==> config.mk <==
export PLATFORM = sky130hd
export DESIGN_NAME = glyph_bitmap_expander
export DESIGN_NICKNAME = d
export VERILOG_FILES = /design/src/rtl/gbe_pkg.sv /design/src/rtl/gbe_front.sv /design/src/rtl/gbe_fifo.sv /design/src/rtl/gbe_back.sv /design/src/rtl/glyph_bitmap_expander.sv
export VERILOG_INCLUDE_DIRS = /design/src /design/src/rtl
export SDC_FILE = /design/constraint.sdc
export NUM_CORES = 1
export LEC_CHECK = 0
export ABC_AREA = 1
export BUFFER_PORTS_ARGS = -buffer_cell sky130_fd_sc_hd__buf_2
export CAP_MARGIN = 20
export CORE_MARGIN = 1.5
export CORE_UTILIZATION = 35
export DETAILED_ROUTE_END_ITERATION = 16
export PLACE_DENSITY_LB_ADDON = 0.08
export REMOVE_ABC_BUFFERS = 1
export SLEW_MARGIN = 15
export SYNTH_ARGS = -nofsm -noshare
export SYNTH_HDL_FRONTEND = slang
export SYNTH_SLANG_ARGS = --single-unit
==> constraint.sdc <==
create_clock -name clock -period 9.2 [get_ports clock]
set_input_delay 1.84 -clock clock [delete_from_list [all_inputs] [get_ports clock]]
set_output_delay 1.84 -clock clock [all_outputs]
set_load 0.02 [all_outputs]
==> src/rtl/assert_macros.svh <==
// assertion helpers for the rtl, included by gbe_back
`ifndef ASSERT_MACROS_SVH
`define ASSERT_MACROS_SVH

// property must hold at every rising clock edge outside reset
`define ASSERT_ALWAYS(name, clk, rst, prop) \
   name: assert property (@(posedge clk) disable iff (rst) (prop)) \
      else $error("assertion failed: prop");

// antecedent implies consequent in the next cycle
`define ASSERT_NEXT(name, clk, rst, ante, cons) \
   name: assert property (@(posedge clk) disable iff (rst) (ante) |=> (cons)) \
      else $error("assertion failed: ante |=> cons");

`endif

==> src/rtl/gbe_pkg.sv <==
package gbe_pkg;

   localparam int MAX_GLYPH_PIXELS = 1024;
   localparam int PIXEL_INDEX_W    = $clog2(MAX_GLYPH_PIXELS);
   localparam int COLOR_W          = 16;
   localparam int CSR_INDEX_W      = 2;
   localparam int QUEUE_DEPTH      = 2;
   localparam int QUEUE_PTR_W      = $clog2(QUEUE_DEPTH);
   localparam int QUEUE_CNT_W      = $clog2(QUEUE_DEPTH + 1);

   localparam logic [CSR_INDEX_W-1:0] CSR_FONT_KIND  = 2'd0;
   localparam logic [CSR_INDEX_W-1:0] CSR_FONT_SIZE  = 2'd1;
   localparam logic [CSR_INDEX_W-1:0] CSR_FG_COLOR   = 2'd2;
   localparam logic [CSR_INDEX_W-1:0] CSR_BG_COLOR   = 2'd3;

   localparam logic [1:0] SIZE_12 = 2'd0;
   localparam logic [1:0] SIZE_16 = 2'd1;
   localparam logic [1:0] SIZE_24 = 2'd2;
   localparam logic [1:0] SIZE_32 = 2'd3;

   localparam logic KIND_ASCII = 1'b0;

   typedef struct packed {
      logic [5:0] width;
      logic [5:0] height;
      logic [7:0] bytes;
   } gbe_geom_type;

   typedef struct packed {
      logic [7:0] font_byte;
      logic       glyph_done;
   } gbe_entry_type;

   function automatic gbe_geom_type gbe_geometry(input logic kind, input logic [1:0] size);
      gbe_geom_type g;
      unique case (size)
         SIZE_12: begin g.height = 6'd12; g.width = 6'd6;  g.bytes = 8'd12; end
         SIZE_16: begin g.height = 6'd16; g.width = 6'd8;  g.bytes = 8'd16; end
         SIZE_24: begin g.height = 6'd24; g.width = 6'd12; g.bytes = 8'd36; end
         SIZE_32: begin g.height = 6'd32; g.width = 6'd16; g.bytes = 8'd64; end
         default: begin g.height = 6'd16; g.width = 6'd8;  g.bytes = 8'd16; end
      endcase
      // full width glyphs are twice as wide and twice the bytes
      if (kind != KIND_ASCII) begin
         g.width = {g.width[4:0], 1'b0};
         g.bytes = {g.bytes[6:0], 1'b0};
      end
      return g;
   endfunction

endpackage

==> src/rtl/gbe_front.sv <==
module gbe_front
   import gbe_pkg::*;
(
   input  logic          clock,
   input  logic          reset,
   input  logic          geom_clear,
   input  gbe_geom_type  geom,
   input  logic          req_valid,
   output logic          req_ready,
   input  logic [7:0]    req_font_byte,
   input  logic          queue_full,
   output logic          queue_push,
   output gbe_entry_type queue_entry
);

   logic [7:0] byte_count_ff, byte_count_in;
   logic [7:0] count_next;
   logic       glyph_done;

   assign req_ready  = !queue_full;
   assign queue_push = req_valid && !queue_full;

   // count bytes of the glyph and mark the one that closes it
   always_comb begin
      count_next    = byte_count_ff + 8'd1;
      glyph_done    = (count_next >= geom.bytes);
      byte_count_in = byte_count_ff;
      if (geom_clear) begin
         byte_count_in = '0;
      end else if (queue_push) begin
         byte_count_in = glyph_done ? 8'd0 : count_next;
      end
   end

   assign queue_entry.font_byte  = req_font_byte;
   assign queue_entry.glyph_done = glyph_done;

   always_ff @(posedge clock) begin
      if (reset) begin
         byte_count_ff <= '0;
      end else begin
         byte_count_ff <= byte_count_in;
      end
   end

endmodule

==> src/rtl/gbe_fifo.sv <==
module gbe_fifo
   import gbe_pkg::*;
(
   input  logic          clock,
   input  logic          reset,
   input  logic          push,
   input  gbe_entry_type push_entry,
   input  logic          pop,
   output logic          full,
   output logic          not_empty,
   output gbe_entry_type head
);

   gbe_entry_type                  slot_ff [QUEUE_DEPTH];
   logic [QUEUE_PTR_W-1:0]         wr_ptr_ff, wr_ptr_in;
   logic [QUEUE_PTR_W-1:0]         rd_ptr_ff, rd_ptr_in;
   logic [QUEUE_CNT_W-1:0]         count_ff, count_in;

   assign full      = (count_ff == QUEUE_CNT_W'(QUEUE_DEPTH));
   assign not_empty = (count_ff != '0);
   assign head      = slot_ff[rd_ptr_ff];

   always_comb begin
      wr_ptr_in = wr_ptr_ff;
      rd_ptr_in = rd_ptr_ff;
      count_in  = count_ff;
      if (push) begin
         wr_ptr_in = (wr_ptr_ff == QUEUE_PTR_W'(QUEUE_DEPTH - 1)) ? '0 : wr_ptr_ff + 1'b1;
      end
      if (pop) begin
         rd_ptr_in = (rd_ptr_ff == QUEUE_PTR_W'(QUEUE_DEPTH - 1)) ? '0 : rd_ptr_ff + 1'b1;
      end
      if (push && !pop) begin
         count_in = count_ff + 1'b1;
      end else if (pop && !push) begin
         count_in = count_ff - 1'b1;
      end
   end

   always_ff @(posedge clock) begin
      if (reset) begin
         wr_ptr_ff <= '0;
         rd_ptr_ff <= '0;
         count_ff  <= '0;
      end else begin
         wr_ptr_ff <= wr_ptr_in;
         rd_ptr_ff <= rd_ptr_in;
         count_ff  <= count_in;
      end
   end

   always_ff @(posedge clock) begin
      if (push) begin
         slot_ff[wr_ptr_ff] <= push_entry;
      end
   end

endmodule

==> src/rtl/gbe_back.sv <==
module gbe_back
   import gbe_pkg::*;
(
   input  logic                     clock,
   input  logic                     reset,
   input  logic                     geom_clear,
   input  gbe_geom_type             geom,
   input  logic [COLOR_W-1:0]       fg_color,
   input  logic [COLOR_W-1:0]       bg_color,
   input  logic                     head_valid,
   input  gbe_entry_type            head,
   output logic                     queue_pop,
   output logic                     rsp_valid,
   input  logic                     rsp_ready,
   output logic [PIXEL_INDEX_W-1:0] rsp_pixel_index,
   output logic [COLOR_W-1:0]       rsp_pixel_color,
   output logic                     rsp_last_of_byte,
   output logic                     rsp_last_of_glyph
);

`include "assert_macros.svh"

   logic [5:0]               column_ff, column_in;
   logic [4:0]               row_ff, row_in;
   logic [2:0]               bit_cnt_ff, bit_cnt_in;
   logic                     rsp_valid_ff, rsp_valid_in;
   logic [PIXEL_INDEX_W-1:0] index_ff, index_in;
   logic [COLOR_W-1:0]       color_ff, color_in;
   logic                     last_byte_ff, last_byte_in;
   logic                     last_glyph_ff, last_glyph_in;

   logic        fire;
   logic        pix_bit;
   logic [5:0]  row_next;
   logic        col_end;
   logic        last_byte;
   logic [10:0] row_offset;
   logic [11:0] index_sum;

   assign fire      = head_valid && (!rsp_valid_ff || rsp_ready);
   assign pix_bit   = head.font_byte[3'd7 - bit_cnt_ff];
   assign row_next  = {1'b0, row_ff} + 6'd1;
   assign col_end   = (row_next >= geom.height);
   assign last_byte = col_end || (bit_cnt_ff == 3'd7);
   assign queue_pop = fire && last_byte;

   assign row_offset = row_ff * geom.width;
   assign index_sum  = {1'b0, row_offset} + {6'b0, column_ff};

   always_comb begin
      column_in     = column_ff;
      row_in        = row_ff;
      bit_cnt_in    = bit_cnt_ff;
      rsp_valid_in  = rsp_valid_ff && !rsp_ready;
      index_in      = index_ff;
      color_in      = color_ff;
      last_byte_in  = last_byte_ff;
      last_glyph_in = last_glyph_ff;
      if (fire) begin
         rsp_valid_in  = 1'b1;
         index_in      = PIXEL_INDEX_W'(index_sum % 12'(MAX_GLYPH_PIXELS));
         color_in      = pix_bit ? fg_color : bg_color;
         last_byte_in  = last_byte;
         last_glyph_in = last_byte && head.glyph_done;
         bit_cnt_in    = last_byte ? 3'd0 : bit_cnt_ff + 3'd1;
         if (col_end) begin
            row_in    = '0;
            column_in = column_ff + 6'd1;
         end else begin
            row_in    = row_next[4:0];
         end
         if (last_byte && head.glyph_done) begin
            row_in    = '0;
            column_in = '0;
         end
      end
      if (geom_clear) begin
         row_in     = '0;
         column_in  = '0;
         bit_cnt_in = '0;
      end
   end

   always_ff @(posedge clock) begin
      if (reset) begin
         column_ff     <= '0;
         row_ff        <= '0;
         bit_cnt_ff    <= '0;
         rsp_valid_ff  <= 1'b0;
      end else begin
         column_ff     <= column_in;
         row_ff        <= row_in;
         bit_cnt_ff    <= bit_cnt_in;
         rsp_valid_ff  <= rsp_valid_in;
      end
   end

   always_ff @(posedge clock) begin
      index_ff      <= index_in;
      color_ff      <= color_in;
      last_byte_ff  <= last_byte_in;
      last_glyph_ff <= last_glyph_in;
   end

   assign rsp_valid         = rsp_valid_ff;
   assign rsp_pixel_index   = index_ff;
   assign rsp_pixel_color   = color_ff;
   assign rsp_last_of_byte  = last_byte_ff;
   assign rsp_last_of_glyph = last_glyph_ff;

   `ASSERT_ALWAYS(a_row_in_column, clock, reset, {1'b0, row_ff} < geom.height)
   `ASSERT_ALWAYS(a_column_in_glyph, clock, reset, column_ff < geom.width)
   `ASSERT_ALWAYS(a_mid_byte_has_head, clock, reset, (bit_cnt_ff == 3'd0) || head_valid)
   `ASSERT_NEXT(a_glyph_end_clears, clock, reset, fire && last_byte && head.glyph_done,
                (row_ff == 5'd0) && (column_ff == 6'd0) && rsp_last_of_glyph)

endmodule

==> src/rtl/glyph_bitmap_expander.sv <==
// channel   direction  handshake              payload
// req       in         req_valid/req_ready    req_font_byte
// rsp       out        rsp_valid/rsp_ready    rsp_pixel_index, rsp_pixel_color,
//                                             rsp_last_of_byte, rsp_last_of_glyph
// csr       in         csr_write_en           csr_index, csr_write_data
//
// one pixel per cycle, when ready and a byte is queued, out of a single output
// register: 8 pixels per byte, 4 for the byte that closes a 12-row column
// reset is synchronous and active high; clears counters, queue and config
// a two-entry queue parts byte intake from pixel expansion, so bytes keep
// arriving while pixels stall until the queue is full; the next queued byte
// starts as soon as the last pixel of the previous one is taken, with no bubble
module glyph_bitmap_expander
   import gbe_pkg::*;
(
   input  logic                     clock,
   input  logic                     reset,
   input  logic                     req_valid,
   output logic                     req_ready,
   input  logic [7:0]               req_font_byte,
   output logic                     rsp_valid,
   input  logic                     rsp_ready,
   output logic [PIXEL_INDEX_W-1:0] rsp_pixel_index,
   output logic [COLOR_W-1:0]       rsp_pixel_color,
   output logic                     rsp_last_of_byte,
   output logic                     rsp_last_of_glyph,
   input  logic                     csr_write_en,
   input  logic [CSR_INDEX_W-1:0]   csr_index,
   input  logic [COLOR_W-1:0]       csr_write_data
);

   // configuration registers
   logic               font_kind_ff, font_kind_in;
   logic [1:0]         font_size_ff, font_size_in;
   logic [COLOR_W-1:0] fg_color_ff, fg_color_in;
   logic [COLOR_W-1:0] bg_color_ff, bg_color_in;

   logic          geom_clear;
   gbe_geom_type  geom;
   logic          queue_full;
   logic          queue_push;
   logic          queue_pop;
   logic          queue_not_empty;
   gbe_entry_type queue_entry;
   gbe_entry_type queue_head;

   // register decode; a geometry write abandons the glyph in progress
   always_comb begin
      font_kind_in = font_kind_ff;
      font_size_in = font_size_ff;
      fg_color_in  = fg_color_ff;
      bg_color_in  = bg_color_ff;
      geom_clear   = 1'b0;
      if (csr_write_en) begin
         unique case (csr_index)
            CSR_FONT_KIND: begin
               font_kind_in = csr_write_data[0];
               geom_clear   = 1'b1;
            end
            CSR_FONT_SIZE: begin
               font_size_in = csr_write_data[1:0];
               geom_clear   = 1'b1;
            end
            CSR_FG_COLOR: fg_color_in = csr_write_data;
            CSR_BG_COLOR: bg_color_in = csr_write_data;
            default: ;
         endcase
      end
   end

   always_ff @(posedge clock) begin
      if (reset) begin
         font_kind_ff <= KIND_ASCII;
         font_size_ff <= SIZE_16;
         fg_color_ff  <= '1;
         bg_color_ff  <= '0;
      end else begin
         font_kind_ff <= font_kind_in;
         font_size_ff <= font_size_in;
         fg_color_ff  <= fg_color_in;
         bg_color_ff  <= bg_color_in;
      end
   end

   // glyph width, height and byte count from the current font
   assign geom = gbe_geometry(font_kind_ff, font_size_ff);

   // front: takes bytes, tracks the glyph byte count
   gbe_front u_front (
      .clock         (clock),
      .reset         (reset),
      .geom_clear    (geom_clear),
      .geom          (geom),
      .req_valid     (req_valid),
      .req_ready     (req_ready),
      .req_font_byte (req_font_byte),
      .queue_full    (queue_full),
      .queue_push    (queue_push),
      .queue_entry   (queue_entry)
   );

   // short queue of classified bytes
   gbe_fifo u_fifo (
      .clock      (clock),
      .reset      (reset),
      .push       (queue_push),
      .push_entry (queue_entry),
      .pop        (queue_pop),
      .full       (queue_full),
      .not_empty  (queue_not_empty),
      .head       (queue_head)
   );

   // back: walks the column, one pixel per transfer
   gbe_back u_back (
      .clock             (clock),
      .reset             (reset),
      .geom_clear        (geom_clear),
      .geom              (geom),
      .fg_color          (fg_color_ff),
      .bg_color          (bg_color_ff),
      .head_valid        (queue_not_empty),
      .head              (queue_head),
      .queue_pop         (queue_pop),
      .rsp_valid         (rsp_valid),
      .rsp_ready         (rsp_ready),
      .rsp_pixel_index   (rsp_pixel_index),
      .rsp_pixel_color   (rsp_pixel_color),
      .rsp_last_of_byte  (rsp_last_of_byte),
      .rsp_last_of_glyph (rsp_last_of_glyph)
   );

endmodule

==> impl_results.md, run 1 <==
* Worst slew pin tran at approximately 0.95 ns
* Final wirelength at 12.9 mm
* Mapped Cells at 651
* First-pass GRT wire length at around 22 mm
* Distinct cells, synth at 44
* Hold_ws at approximately 0.45 ns
* CTS Buf Count at 9
* WHS Endpoint: bg_color_ff[6]$_SDFFE_PP0P_
* CTS tree: built
* CTS Hold Bufs at 0
* Standard-cell rows at between 40 and 50
* CTS Sinks at approximately 110
* Mapped cell area at between 5000 and 6000 um2
* CTS-repair resized insts at 0
* Worst-path clk slew at about 0.08 ns
* Kind of start point of the critical path: flop
* Final setup viols at 0
* Footprint of the multi-input gates at between 2000 and 3000 um2
* Worst min path class: flop to flop
* Layout cells sized above 1 at between 15 and 20%
* Die Y at between 100 and 150 um
* Final Cell Area at ~6500 um2
* Post-DP HPWL at around 9 mm
* Power density over the cells at ~280 nW/um2
* Hold path start: bg_color_ff[6]$_SDFFE_PP0P_
* Antenna diodes at 0
* Slew Limit Headroom at between 30% and 40%
* FF-to-FF path depth at 19
* Final ANT Viol Nets at 0
* Buffers on Ports at 60
* 1st-pass router iterations at 4
* CTS max path bufs at 2
* RSZ-0062 raised after global routing: false
* Post-synth EDFFs at between 40 and 50
* Core Region at about 16000 um2
* Initial antenna violation count at 0
* Flop2flop setup slack at slightly above 5 ns
* Ys async rst share at 0%
* Crit path DAT at around 4.3 ns
* Reg area at between 2000 and 3000 um2
* Ys Warns at 0
* Reg2reg start: font_size_ff[0]$_SDFFE_PP1P_
* WS Path Type: flop to flop
* Skew final at ~0.008 ns
* Initial Utilization at a little over a third
* Top_reg_cell synth: dfxtp_1
* Syn_area_per_cell at between 8 and 9 um2
* Hold path cells at 2
* Total grt overflow at 0
* Synth Register Bits at ~110
* Final Net Count at 790
* Vias in the first global route at between 4000 and 5000
* Outcome: finished clean
* DR WL/cell at about 14 um
* Fin. Hold Viols at 0
* Worst Path Max Fanout at 5
* Worst-skew pair later-pin latency at 0.36 ns
* Post-synthesis sequential area ratio at 45.8%
* Post-CTS setup buffer count at 0
* H-tree levels at 3
* Final slew viol count at 0
* Via count at ~4400
* Req. time, crit path at 9.32 ns
* Crit. End Element: flop
* Leak at roughly 3.0 nW
* Boundary pin count at 61
* Minimum clock period at around 4.1 ns
* Placement Cell Area at ~6300 um2
* Largest net degree at the start of global routing at ~40
* Die area at 17300 um2
* Root Buffer: clkbuf_16
* Die X at around 130 um
* VDD IR-drop max at 0.109 mV
* Max Cap Viol at 0
* Fin crit share at between 40 and 50%
* Peak Freq at roughly 240 MHz
* Initial drt markers at ~190
* GRT Util Overall at 15.8%
* Vias per std cell at ~4.7
* GP Congestion at ~0.79
* Synth-to-Final Area Change at 13.4%
* R2R Path End: u_back.rsp_pixel_index[8]$_DFFE_PP_
* Remaining routing DRC violations at 0
* Filler instances at ~1600
* Setup_tns at 0 ns
worst max-delay path, cell delays in order (launching register included):
cell and delay [ns]:
dfxtp_1 0.33, inv_1 0.10, ha_1 0.23, nor2_1 0.10, inv_1 0.08, nor2_1 0.04, a21oi_1 0.29, nand2_1 0.11
fa_1 0.47, fa_1 0.52, fa_1 0.54, inv_1 0.04, ha_1 0.35, a21oi_1 0.16, nand2_1 0.09, a21o_1 0.16
a21oi_1 0.16, inv_1 0.06, nand2_1 0.05, nand2_1 0.04
kinds of logic after synthesis:
kind of cell	synth area share, %
AND/OR/NAND/NOR	21.9
adder cells (fa/ha/maj)	13.0
multiplexers	0.174
XOR/XNOR	2.13
AO/OA/AOI/OAI	9.51
buffers and inverters	7.51
flip-flops	45.8
cell type report:
class                           instances  area share (%)
Sequential cell                       109            40.4
Clock buffer                           10            3.66
Tap cell                              216            4.13
Timing Repair Buffer                   62            4.82
Inverter                               87            5.11
Multi-Input combinational cell        438            41.1
Clock inverter                          6           0.708
how the worst max path moves through the flow:
stage / startpoint / end / slack (ns) / depth (start not counted)
after detailed placement: rsp_ready / u_fifo.count_ff[1]$_SDFFE_PP0P_ / 4.88 / 11
after global routing: font_size_ff[0]$_SDFFE_PP1P_ / u_back.rsp_pixel_index[8]$_DFFE_PP_ / 4.69 / 19
after CTS: font_size_ff[0]$_SDFFE_PP1P_ / u_back.rsp_pixel_index[8]$_DFFE_PP_ / 5.06 / 19
after floorplan: font_size_ff[0]$_SDFFE_PP1P_ / u_back.rsp_pixel_index[8]$_DFFE_PP_ / 5.34 / 19
after global placement: rsp_ready / u_fifo.count_ff[1]$_SDFFE_PP0P_ / 5.04 / 11
final: font_size_ff[0]$_SDFFE_PP1P_ / u_back.rsp_pixel_index[8]$_DFFE_PP_ / 5.06 / 19
state kept, by name (all words and copies together) (netlist names), named ones only:
name,count
u_back.bit_cnt_ff,3
u_back.rsp_last_of_byte,1
font_size_ff,2
bg_color_ff,16
fg_color_ff,16
font_kind_ff,1
u_fifo.count_ff,2
u_back.row_ff,5
u_back.rsp_last_of_glyph,1
u_front.byte_count_ff,8
u_back.rsp_valid,1
u_back.column_ff,6
u_back.rsp_pixel_index,10
u_fifo.slot_ff,18
u_back.rsp_pixel_color,16
u_fifo.wr_ptr_ff,1
u_fifo.rd_ptr_ff,1
cells in the mapped netlist, types with 2 or more instances:
| library cell | n | area share (%) |
|---|---|---|
| nand2_1 | 120 | 7.8 |
| inv_1 | 80 | 5.2 |
| dfxtp_1 | 63 | 22 |
| nor2_1 | 53 | 3.5 |
| nand3_1 | 49 | 4.3 |
| a21oi_1 | 47 | 4.1 |
| edfxtp_1 | 46 | 24 |
| ha_1 | 39 | 8.5 |
| o21ai_0 | 29 | 2.5 |
| nand2_2 | 22 | 2.4 |
| fa_1 | 13 | 4.5 |
| clkbuf_1 | 10 | 0.65 |
| nand4_1 | 10 | 1.1 |
| xor2_1 | 10 | 1.5 |
| o21ai_1 | 8 | 0.69 |
| inv_2 | 5 | 0.33 |
| nor2_2 | 4 | 0.43 |
| xnor2_1 | 4 | 0.61 |
| buf_2 | 3 | 0.26 |
| nand3_2 | 3 | 0.52 |
| nand3b_1 | 3 | 0.39 |
| a211oi_1 | 2 | 0.26 |
| a21o_1 | 2 | 0.26 |
| buf_4 | 2 | 0.26 |
| nand2_4 | 2 | 0.39 |
| nand3_4 | 2 | 0.61 |
| o211ai_1 | 2 | 0.26 |
| o21ai_2 | 2 | 0.30 |
through the flow:
stage / power (mW) / utilization [%] / std cells / setup WS [ns]
detailed placement: 1.45 / 39.1 / 912 / 4.88
global route: 1.94 / 40.9 / 928 / 4.69
floorplan: 1.23 / - / 634 / 5.34
global placement: 1.44 / 39.1 / 912 / 5.04
finish: 1.81 / 40.9 / 928 / 5.06
CTS: 1.84 / 40.9 / 928 / 5.06
power by group:
| group | internal [mW] | leakage [nW] | switching (mW) |
|---|---|---|---|
| logic | 0.203 | 1.86 | 0.484 |
| clock network | 0.194 | 0.142 | 0.187 |
| registers | 0.672 | 0.956 | 0.0682 |
metal layers:
layer	GRT usage (%)	wire length (um)	share of wire, %	vias to the layer above
met2	26.5	6150	48	60
met3	2.43	358	2.8	14
met5	0	0	0	-
li1	-	-	-	2251
met4	5.37	199	1.5	0
met1	20.6	6170	48	2054
cell usage in the layout (no fill, tap or decap), types with 3 or more instances in the layout:
master	Yosys	routed
edfxtp_1	46	46
a21oi_1	47	47
dfxtp_1	63	63
nand3b_1	3	3
ha_1	39	39
inv_1	80	80
buf_2	3	60
nand4_1	10	10
clkbuf_16	0	9
nor2_2	4	4
inv_2	5	5
nand2_1	120	120
xor2_1	10	10
o21ai_1	8	8
nor2_1	53	53
fa_1	13	13
nand2_2	22	22
nand3_1	49	49
nand3_2	3	3
o21ai_0	29	29
xnor2_1	4	4
Power figures use the tool's default switching activity.
==> inputs of run 2 (changes only) <==
==> constraint.sdc (replaced) <==
create_clock -name clock -period 3.5 [get_ports clock]
set_input_delay 0.7 -clock clock [delete_from_list [all_inputs] [get_ports clock]]
set_output_delay 0.7 -clock clock [all_outputs]
set_load 0.02 [all_outputs]
==> run 2 against run 1 <==
The flow now finishes with violations (setup timing). Setup slack got worse by 5.3 ns. Sequential power rose to 2.6 times the previous value. Sequential share of layout area fell by 3.0 points. Die area did not move. Core utilization rose by 3.4 points. Wire length rose by 2.5%. Critical endpoint unchanged. Clock power rose to 2.8 times the previous value. Critical path depth fell by 1. Final cell count rose by 4.3%. Critical path type unchanged.
==> impl_results.md, run 2 (same netlist as run 1, synthesis figures left out) <==
* CTS max path bufs at 2 (unchanged)
* Fin. Hold Viols at 0 (unchanged)
* Vias per std cell at 4.67 (was 4.72)
* Pint at 2.99 mW (was 1.07 mW)
* Dpl cells at 942 (was 912)
* First-pass GRT wire length at 21.8 mm (about the same)
* Fin crit share at 106% (was 45.0%)
* Die Y at 131 um (unchanged)
* Vias in the first global route at 4497 (was 4356)
* Power, Total at 4.97 mW (was 1.81 mW)
* Skew final at 0.00718 ns (was 0.00800 ns)
* Die area at 17300 um2 (unchanged)
* Footprint of the multi-input gates at 2880 um2 (was 2690 um2)
* Initial antenna violation count at 0 (unchanged)
* Layout cells sized above 1 at 27.0% (was 17.3%)
* Req. time, crit path at 3.62 ns (was 9.32 ns)
* DR WL/cell at 13.6 um (was 13.9 um)
* GP Congestion at 0.800 (was 0.787)
* Reg area at 2650 um2 (was 2640 um2)
* Final WS setup at -0.226 ns (was 5.06 ns)
* VDD IR-drop max at 0.319 mV (was 0.109 mV)
* Critical-path cell list: inv_4, ha_4, inv_4, buf_4, a21oi_4, nand2_2, fa_1, fa_1, fa_1, inv_2, ha_4, a21oi_4, nand2_2, a21o_1, a21oi_2, inv_1, nand2_1, nand2_1 (was inv_1, ha_1, nor2_1, inv_1, nor2_1, a21oi_1, nand2_1, fa_1, fa_1, fa_1, inv_1, ha_1, a21oi_1, nand2_1, a21o_1, a21oi_1, inv_1, nand2_1, nand2_1)
* Power density over the cells at 701 nW/um2 (was 277 nW/um2)
* Outcome: finished, violations left (was finished clean)
* Total grt overflow at 0 (unchanged)
* Dpl ws at -0.493 ns (was 4.88 ns)
* Kind of start point of the critical path: flop (unchanged)
* Slowest-stage cell, CP: fa_1 (unchanged)
* Initial drt markers at 208 (was 191)
* Standard-cell rows at 46 (unchanged)
* Final slew viol count at 0 (unchanged)
* Remaining routing DRC violations at 0 (unchanged)
* Largest net degree at the start of global routing at 40 (was 41)
* Combinational Power Share at 40.2% (was 38.0%)
* Most frequent cells in the layout: nand2_1 (114), inv_1 (69), dfxtp_1 (61), buf_2 (60) (was nand2_1 (120), inv_1 (80), dfxtp_1 (63), buf_2 (60), nor2_1 (53))
* CTS Buf Count at 9 (unchanged)
* Slew Limit Headroom at 41.5% (was 36.4%)
* Minimum clock period at 3.73 ns (was 4.14 ns)
* WS Path Type: flop to flop (unchanged)
* Most numerous cell on the critical path: fa_1
* Final wirelength at 13.2 mm (was 12.9 mm)
* Final Net Count at 830 (was 790)
* CP peak stage delay at 0.53 ns (was 0.54 ns)
* Sequential Power Share at 38.6% (was 41.0%)
* Switching power at 1.98 mW (was 0.739 mW)
* Reg with most FFs: u_fifo.slot_ff (unchanged)
* Crit. End Element: flop (unchanged)
* Worst-path clk slew at 0.07 ns (was 0.08 ns)
* Boundary pin count at 61 (unchanged)
* CTS Sinks at 109 (unchanged)
* Root Buffer: clkbuf_16 (unchanged)
* Synth-to-Final Area Change at 22.9% (was 13.4%)
* Clock power share at 21.2% (was 21.1%)
* Via count at 4523 (was 4379)
* Crit path DAT at 3.84 ns (was 4.26 ns)
* Initial Utilization at 36.0% (unchanged)
* 1st-pass router iterations at 4 (unchanged)
* GRT Util Overall at 15.8% (about the same)
* Peak Freq at 268 MHz (was 241 MHz)
* Placement Cell Area at 6480 um2 (was 6250 um2)
* RSZ-0062 raised after global routing: true (was false)
* Final Cell Area at 7080 um2 (was 6540 um2)
* Final setup viols at 4 (was 0)
* Worst min path class: flop to flop (unchanged)
* Switching share of power at 39.8% (was 40.9%)
* Commonest non-fill, non-tap cell in the layout: nand2_1 (unchanged)
* Core Region at 16000 um2 (unchanged)
* Max Cap Viol at 0 (unchanged)
* CTS Hold Bufs at 0 (unchanged)
* Worst-skew pair later-pin latency at 0.35 ns (was 0.36 ns)
* Worst slew pin tran at 0.874 ns (was 0.951 ns)
* CTS tree: built (unchanged)
* Worst Path Max Fanout at 3 (was 5)
* H-tree levels at 3 (unchanged)
* Leak at 3.14 nW (was 2.96 nW)
* Antenna diodes at 0 (unchanged)
* Filler instances at 1625 (was 1631)
* Die X at 131 um (unchanged)
* Hold_ws at 0.444 ns (was 0.447 ns)
* Max FFs per register at 18 (unchanged)
* Buffers on Ports at 60 (unchanged)
* Failing checks: setup timing
* Post-DP HPWL at 9.00 mm (was 9.02 mm)
* Finished Layout Cells at 968 (was 928)
* Final ANT Viol Nets at 0 (unchanged)
==> run 2: cell types whose count changed in the layout (fill, tap and decap cells not counted), moves of 3 or more <==
cell and change:
nand2_1 -6, nor2_1 -4, nand2_2 +6, inv_4 +3, ha_1 -10, inv_2 +8, a21oi_1 -5, ha_4 +8
inv_1 -11, buf_4 +35, a21oi_4 +3, buf_6 +5
==> run 2: path summary, 6_finish.rpt <==
| kind | start | end | slack [ns] | cells past startpoint |
|---|---|---|---|---|
| worst max-delay path | font_size_ff[1]$_SDFFE_PP0P_ | u_back.rsp_pixel_index[8]$_DFFE_PP_ | -0.23 | 18 |
| worst min-delay path | bg_color_ff[14]$_SDFFE_PP0P_ | bg_color_ff[14]$_SDFFE_PP0P_ | 0.44 | 2 |
| worst max register to register | font_size_ff[1]$_SDFFE_PP0P_ | u_back.rsp_pixel_index[8]$_DFFE_PP_ | -0.23 | 18 |
| worst min register to register | bg_color_ff[14]$_SDFFE_PP0P_ | bg_color_ff[14]$_SDFFE_PP0P_ | 0.44 | 2 |
==> run 2: area by class of cell <==
| cell class | count | area share, % |
|---|---|---|
| timing repair buffer | 102 | 8.96 |
| tap | 216 | 3.82 |
| clock buffer | 13 | 3.99 |
| inverter | 87 | 4.82 |
| multi-input combinational | 438 | 40.7 |
| sequential | 109 | 37.4 |
| clock inverter | 3 | 0.318 |
==> run 2: per-stage QoR <==
step	TNS, ns	utilization [%]
after floorplan	-0.946	-
after global placement	-1.41	40.5
after detailed placement	-1.72	40.5
after CTS	-0.442	43.2
after global routing	-1.36	44.3
final	-0.696	44.3
==> run 2: timing repair <==
item                                   4_1_cts  5_1_grt
setup endpoints to repair                    5        5
buffers inserted                             4        6
pin swaps                                   18       24
gates resized for setup                     28       31
endpoints found under the hold margin        0        0
==> run 2: power groups by stage <==
stage | clock network [mW] | registers [mW] | logic (mW)
after floorplan | 0 | 2.16 | 1.06
after detailed placement | 0 | 1.94 | 1.94
after global routing | 1.13 | 1.95 | 2.24
after CTS | 1.09 | 1.92 | 1.99
after global placement | 0 | 1.94 | 1.93
final | 1.05 | 1.92 | 2.00
==> run 2: layer usage <==
metal,GRT usage (%),vias to the layer above,part of all wire [%]
met2,27.7,77,49
met4,4.81,0,1.3
li1,-,2334,-
met5,0,-,0
met3,3.32,14,3.4
met1,19.4,2098,46
==> run 2: critical path: cells and delay by family (launching register included) <==
family	cells	cell delay [ns]
flip-flops	1	0.37
AO/OA/AOI/OAI	4	0.59
AND/OR/NAND/NOR	4	0.25
buffers and inverters	5	0.31
adder cells (fa/ha/maj)	5	1.99
==> inputs of run 3 (changes only) <==
--- a/config.mk
+++ b/config.mk
@@ -6,9 +6,8 @@
 export SDC_FILE = /design/constraint.sdc
 export NUM_CORES = 1
 export LEC_CHECK = 0
-export ABC_AREA = 1
+export ABC_AREA = 0
 export BUFFER_PORTS_ARGS = -buffer_cell sky130_fd_sc_hd__buf_2
-export CAP_MARGIN = 20
 export CORE_MARGIN = 1.5
 export CORE_UTILIZATION = 35
 export DETAILED_ROUTE_END_ITERATION = 16
==> run 3 against run 2 <==
The run still ends with setup timing left. Total power shrank 30%. Wire length is 11% lower. Worst hold slack better by 0.012 ns. First-iteration DRC count is 14% higher. Global-route usage is 0.93 points lower. Sequential share of layout area is 1.9 points higher. Flip-flop and latch count stayed put. Via count fell by 13%. Area after synthesis down 3.4%. Register-to-register slack gained 0.12 ns. Fmax is 3.3% higher. Largest cell class unchanged. Largest power group is now registers. Highest routed layer unchanged.
==> impl_results.md, run 3 <==
* Outcome: finished, violations left (unchanged)
* Failing checks: setup timing (unchanged)
* Post-synthesis mux area share at 6.63% (was 0.174%)
* Largest area contributor in the netlist: edfxtp_1 (unchanged)
* Commonest non-fill, non-tap cell in the layout: nand2_1 (unchanged)
* Post-synthesis sequential area ratio at 47.5% (was 45.8%)
* Top-count cell post-synth: nand2_1 (unchanged)
* Critical-path cell list: inv_4, ha_4, nor2_1, a21oi_1, buf_4, nand2_2, fa_1, inv_1, fa_1, inv_2, fa_1, inv_2, ha_4, inv_2, nor2_2, nor2_2, buf_4, xnor2_1 (was inv_4, ha_4, inv_4, buf_4, a21oi_4, nand2_2, fa_1, fa_1, fa_1, inv_2, ha_4, a21oi_4, nand2_2, a21o_1, a21oi_2, inv_1, nand2_1, nand2_1)
* Distinct cells, synth at 45 (was 44)
* RSZ-0062 raised after global routing: true (unchanged)
* Synth-to-Final Area Change at 20.9% (was 22.9%)
* Total grt overflow at 0 (unchanged)
* Switching power at 1.07 mW (was 1.98 mW)
* Pint at 2.41 mW (was 2.99 mW)
* Final setup viols at 3 (was 4)
* Final WS setup at -0.106 ns (was -0.226 ns)
* Mapped cell area at 5570 um2 (was 5770 um2)
* Slew Limit Headroom at 46.6% (was 41.5%)
* Req. time, crit path at 3.60 ns (was 3.62 ns)
* Final Net Count at 706 (was 830)
* Initial Utilization at 36.2% (was 36.0%)
* Sequential Power Share at 47.2% (was 38.6%)
* Worst-skew pair later-pin latency at 0.35 ns (about the same)
* DR WL/cell at 14.0 um (was 13.6 um)
* Initial drt markers at 237 (was 208)
* Final core utilization at 43.8% (was 44.3%)
* Syn_area_per_cell at 10.4 um2 (was 8.86 um2)
* Leak at 2.83 nW (was 3.14 nW)
* Largest family of logic cells by synthesized area: simple AND/OR/NAND/NOR gates (unchanged)
* CTS Sinks at 109 (unchanged)
* Hold_ws at 0.456 ns (was 0.444 ns)
* Kind of start point of the critical path: flop (unchanged)
* Post-Synth XOR/XNOR Area at 3.93% (was 2.13%)
* Root Buffer: clkbuf_16 (unchanged)
* Peak Freq at 277 MHz (was 268 MHz)
* 1st-pass router iterations at 4 (unchanged)
* Vias in the first global route at 3940 (was 4497)
* Post-synth EDFFs at 46 (unchanged)
* Crit path DAT at 3.71 ns (was 3.84 ns)
* Via count at 3922 (was 4523)
* Dpl ws at -0.371 ns (was -0.493 ns)
* Ys async rst share at 0% (unchanged)
* Mapped Cells at 538 (was 651)
* Footprint of the multi-input gates at 2860 um2 (was 2880 um2)
* Max FFs per register at 18 (unchanged)
* Hold path cells at 2 (unchanged)
* Core Region at 15400 um2 (was 16000 um2)
* Die X at 129 um (was 131 um)
* Final ANT Viol Nets at 0 (unchanged)
* Final slew viol count at 0 (unchanged)
* Antenna diodes at 0 (unchanged)
* Top_reg_cell synth: dfxtp_1 (unchanged)
* First-pass GRT wire length at 19.1 mm (was 21.8 mm)
* Switching share of power at 30.8% (was 39.8%)
* Buffers on Ports at 60 (unchanged)
* Adder-cell share of the synthesized area at 13.4% (was 13.0%)
* Placement Cell Area at 6270 um2 (was 6480 um2)
* H-tree levels at 3 (unchanged)
* Crit. End Element: flop (unchanged)
* Area share of and/or/nand/nor cells after synthesis at 16.9% (was 21.9%)
* CTS max path bufs at 2 (unchanged)
* Final Cell Area at 6730 um2 (was 7080 um2)
* CTS Buf Count at 9 (unchanged)
* Initial antenna violation count at 0 (unchanged)
* Reg area at 2650 um2 (unchanged)
* Fin. Hold Viols at 0 (unchanged)
* Worst slew pin tran at 0.799 ns (was 0.874 ns)
* Synth top area share at 24.8% (was 24.0%)
* GP Congestion at 0.753 (was 0.800)
* Die Y at 129 um (was 131 um)
* Worst min path class: flop to flop (unchanged)
* Die area at 16700 um2 (was 17300 um2)
* Max Cap Viol at 0 (unchanged)
* Layout cells sized above 1 at 26.0% (was 27.0%)
* Skew final at 0.00978 ns (was 0.00718 ns)
* Slowest-stage cell, CP: fa_1 (unchanged)
* Power density over the cells at 517 nW/um2 (was 701 nW/um2)
* Combinational Power Share at 24.6% (was 40.2%)
* Most frequent cells in the layout: nand2_1 (99), dfxtp_1 (61), buf_2 (60), edfxtp_1 (46), a21oi_1 (45) (was nand2_1 (114), inv_1 (69), dfxtp_1 (61), buf_2 (60))
* Reg with most FFs: u_fifo.slot_ff (unchanged)
* Most frequent cells after synthesis: nand2_1 (101), dfxtp_1 (63), a21oi_1 (47) (was nand2_1 (120), inv_1 (80), dfxtp_1 (63))
* Remaining routing DRC violations at 0 (unchanged)
* Synth area leaders: edfxtp_1 (25%), dfxtp_1 (23%), ha_1 (8.8%) (was edfxtp_1 (24%), dfxtp_1 (22%), ha_1 (8.5%))
* Fin crit share at 103% (was 106%)
* Boundary pin count at 61 (unchanged)
* Standard-cell rows at 45 (was 46)
* Largest net degree at the start of global routing at 43 (was 40)
* Clock power share at 28.2% (was 21.2%)
* Synth Register Bits at 109 (unchanged)
* CTS tree: built (unchanged)
* Worst-path clk slew at 0.07 ns (about the same)
* Worst Path Max Fanout at 5 (was 3)
* Synth Area in Compound Gates at 7.89% (was 9.51%)
* Minimum clock period at 3.61 ns (was 3.73 ns)
* GRT Util Overall at 14.9% (was 15.8%)
* Filler instances at 1466 (was 1625)
* Post-DP HPWL at 8.38 mm (was 9.00 mm)
* CTS Hold Bufs at 0 (unchanged)
* CP peak stage delay at 0.51 ns (was 0.53 ns)
* Vias per std cell at 4.67 (about the same)
* WS Path Type: flop to flop (unchanged)
* Ys Warns at 0 (unchanged)
* Power, Total at 3.48 mW (was 4.97 mW)
* Final wirelength at 11.7 mm (was 13.2 mm)
* FF-to-FF path depth at 18 (unchanged)
* VDD IR-drop max at 0.404 mV (was 0.319 mV)
[run 3: cell count changes after synthesis, sizes merged, moves of 9 or more]
cell    delta
nor2      -27
nand2     -43
and3       +9
nand4     -10
mux2      +18
clkbuf     +9
o21ai     -31
and2       +9
inv       -61
nand3b    +13
nand3     -32
xnor2     +15
[run 3: metrics by stage]
stage	TNS, ns	cells
final	-0.274	839
after global routing	-0.718	839
after CTS	-0.309	839
after detailed placement	-1.21	820
after global placement	-0.988	820
after floorplan	-0.757	516
[run 3: kinds of logic after synthesis]
logic type,count (synthesis)
xor gates and xnor gates,25
and+or+nand+nor,205
AOI/OAI and AO/OA,74
adders and majority gates,52
DFF,109
muxes,24
buffers and inverters,49
[run 3: worst paths after layout]
check / start / to / slack (ns)
worst max-delay path: font_size_ff[1]$_SDFFE_PP0P_ / u_back.rsp_pixel_index[7]$_DFFE_PP_ / -0.11
worst min-delay path: bg_color_ff[0]$_SDFFE_PP0P_ / bg_color_ff[0]$_SDFFE_PP0P_ / 0.46
worst max register to register: font_size_ff[1]$_SDFFE_PP0P_ / u_back.rsp_pixel_index[7]$_DFFE_PP_ / -0.11
worst min register to register: bg_color_ff[0]$_SDFFE_PP0P_ / bg_color_ff[0]$_SDFFE_PP0P_ / 0.46
[run 3: repair_timing]
item,4_1_cts,5_1_grt
resized for setup,29,6
pin swaps,25,8
setup endpoints to repair,5,4
gates cloned,0,0
buffers inserted,3,0
[run 3: layout make-up]
type | count | area share (%)
Tap cell | 211 | 3.92
Timing Repair Buffer | 96 | 8.47
Sequential cell | 109 | 39.3
Multi-Input combinational cell | 380 | 42.5
Inverter | 27 | 1.54
Clock buffer | 10 | 3.55
Clock inverter | 6 | 0.706
[run 3: power by group through the flow]
stage,logic (mW),clock network (mW),registers [mW]
CTS,0.875,1.02,1.65
finish,0.858,0.982,1.64
detailed placement,0.853,0,1.68
global route,0.951,1.06,1.67
global placement,0.849,0,1.67
floorplan,0.396,0,1.82
[run 3: per-layer routing]
layer | vias up | wire length [um] | GRT usage (%)
met5 | - | 0 | 0
met4 | 0 | 122 | 4.82
met3 | 8 | 295 | 3.26
met2 | 52 | 5700 | 25.9
met1 | 1852 | 5610 | 18.2
li1 | 2010 | - | -
[run 3: worst max-delay path: cells and delay by family (launching register included)]
kind | cells | cell delay [ns]
AOI/OAI and AO/OA | 1 | 0.12
xor gates and xnor gates | 1 | 0.11
DFF | 1 | 0.38
and+or+nand+nor | 4 | 0.24
adders and majority gates | 5 | 2.01
buffers and inverters | 7 | 0.50
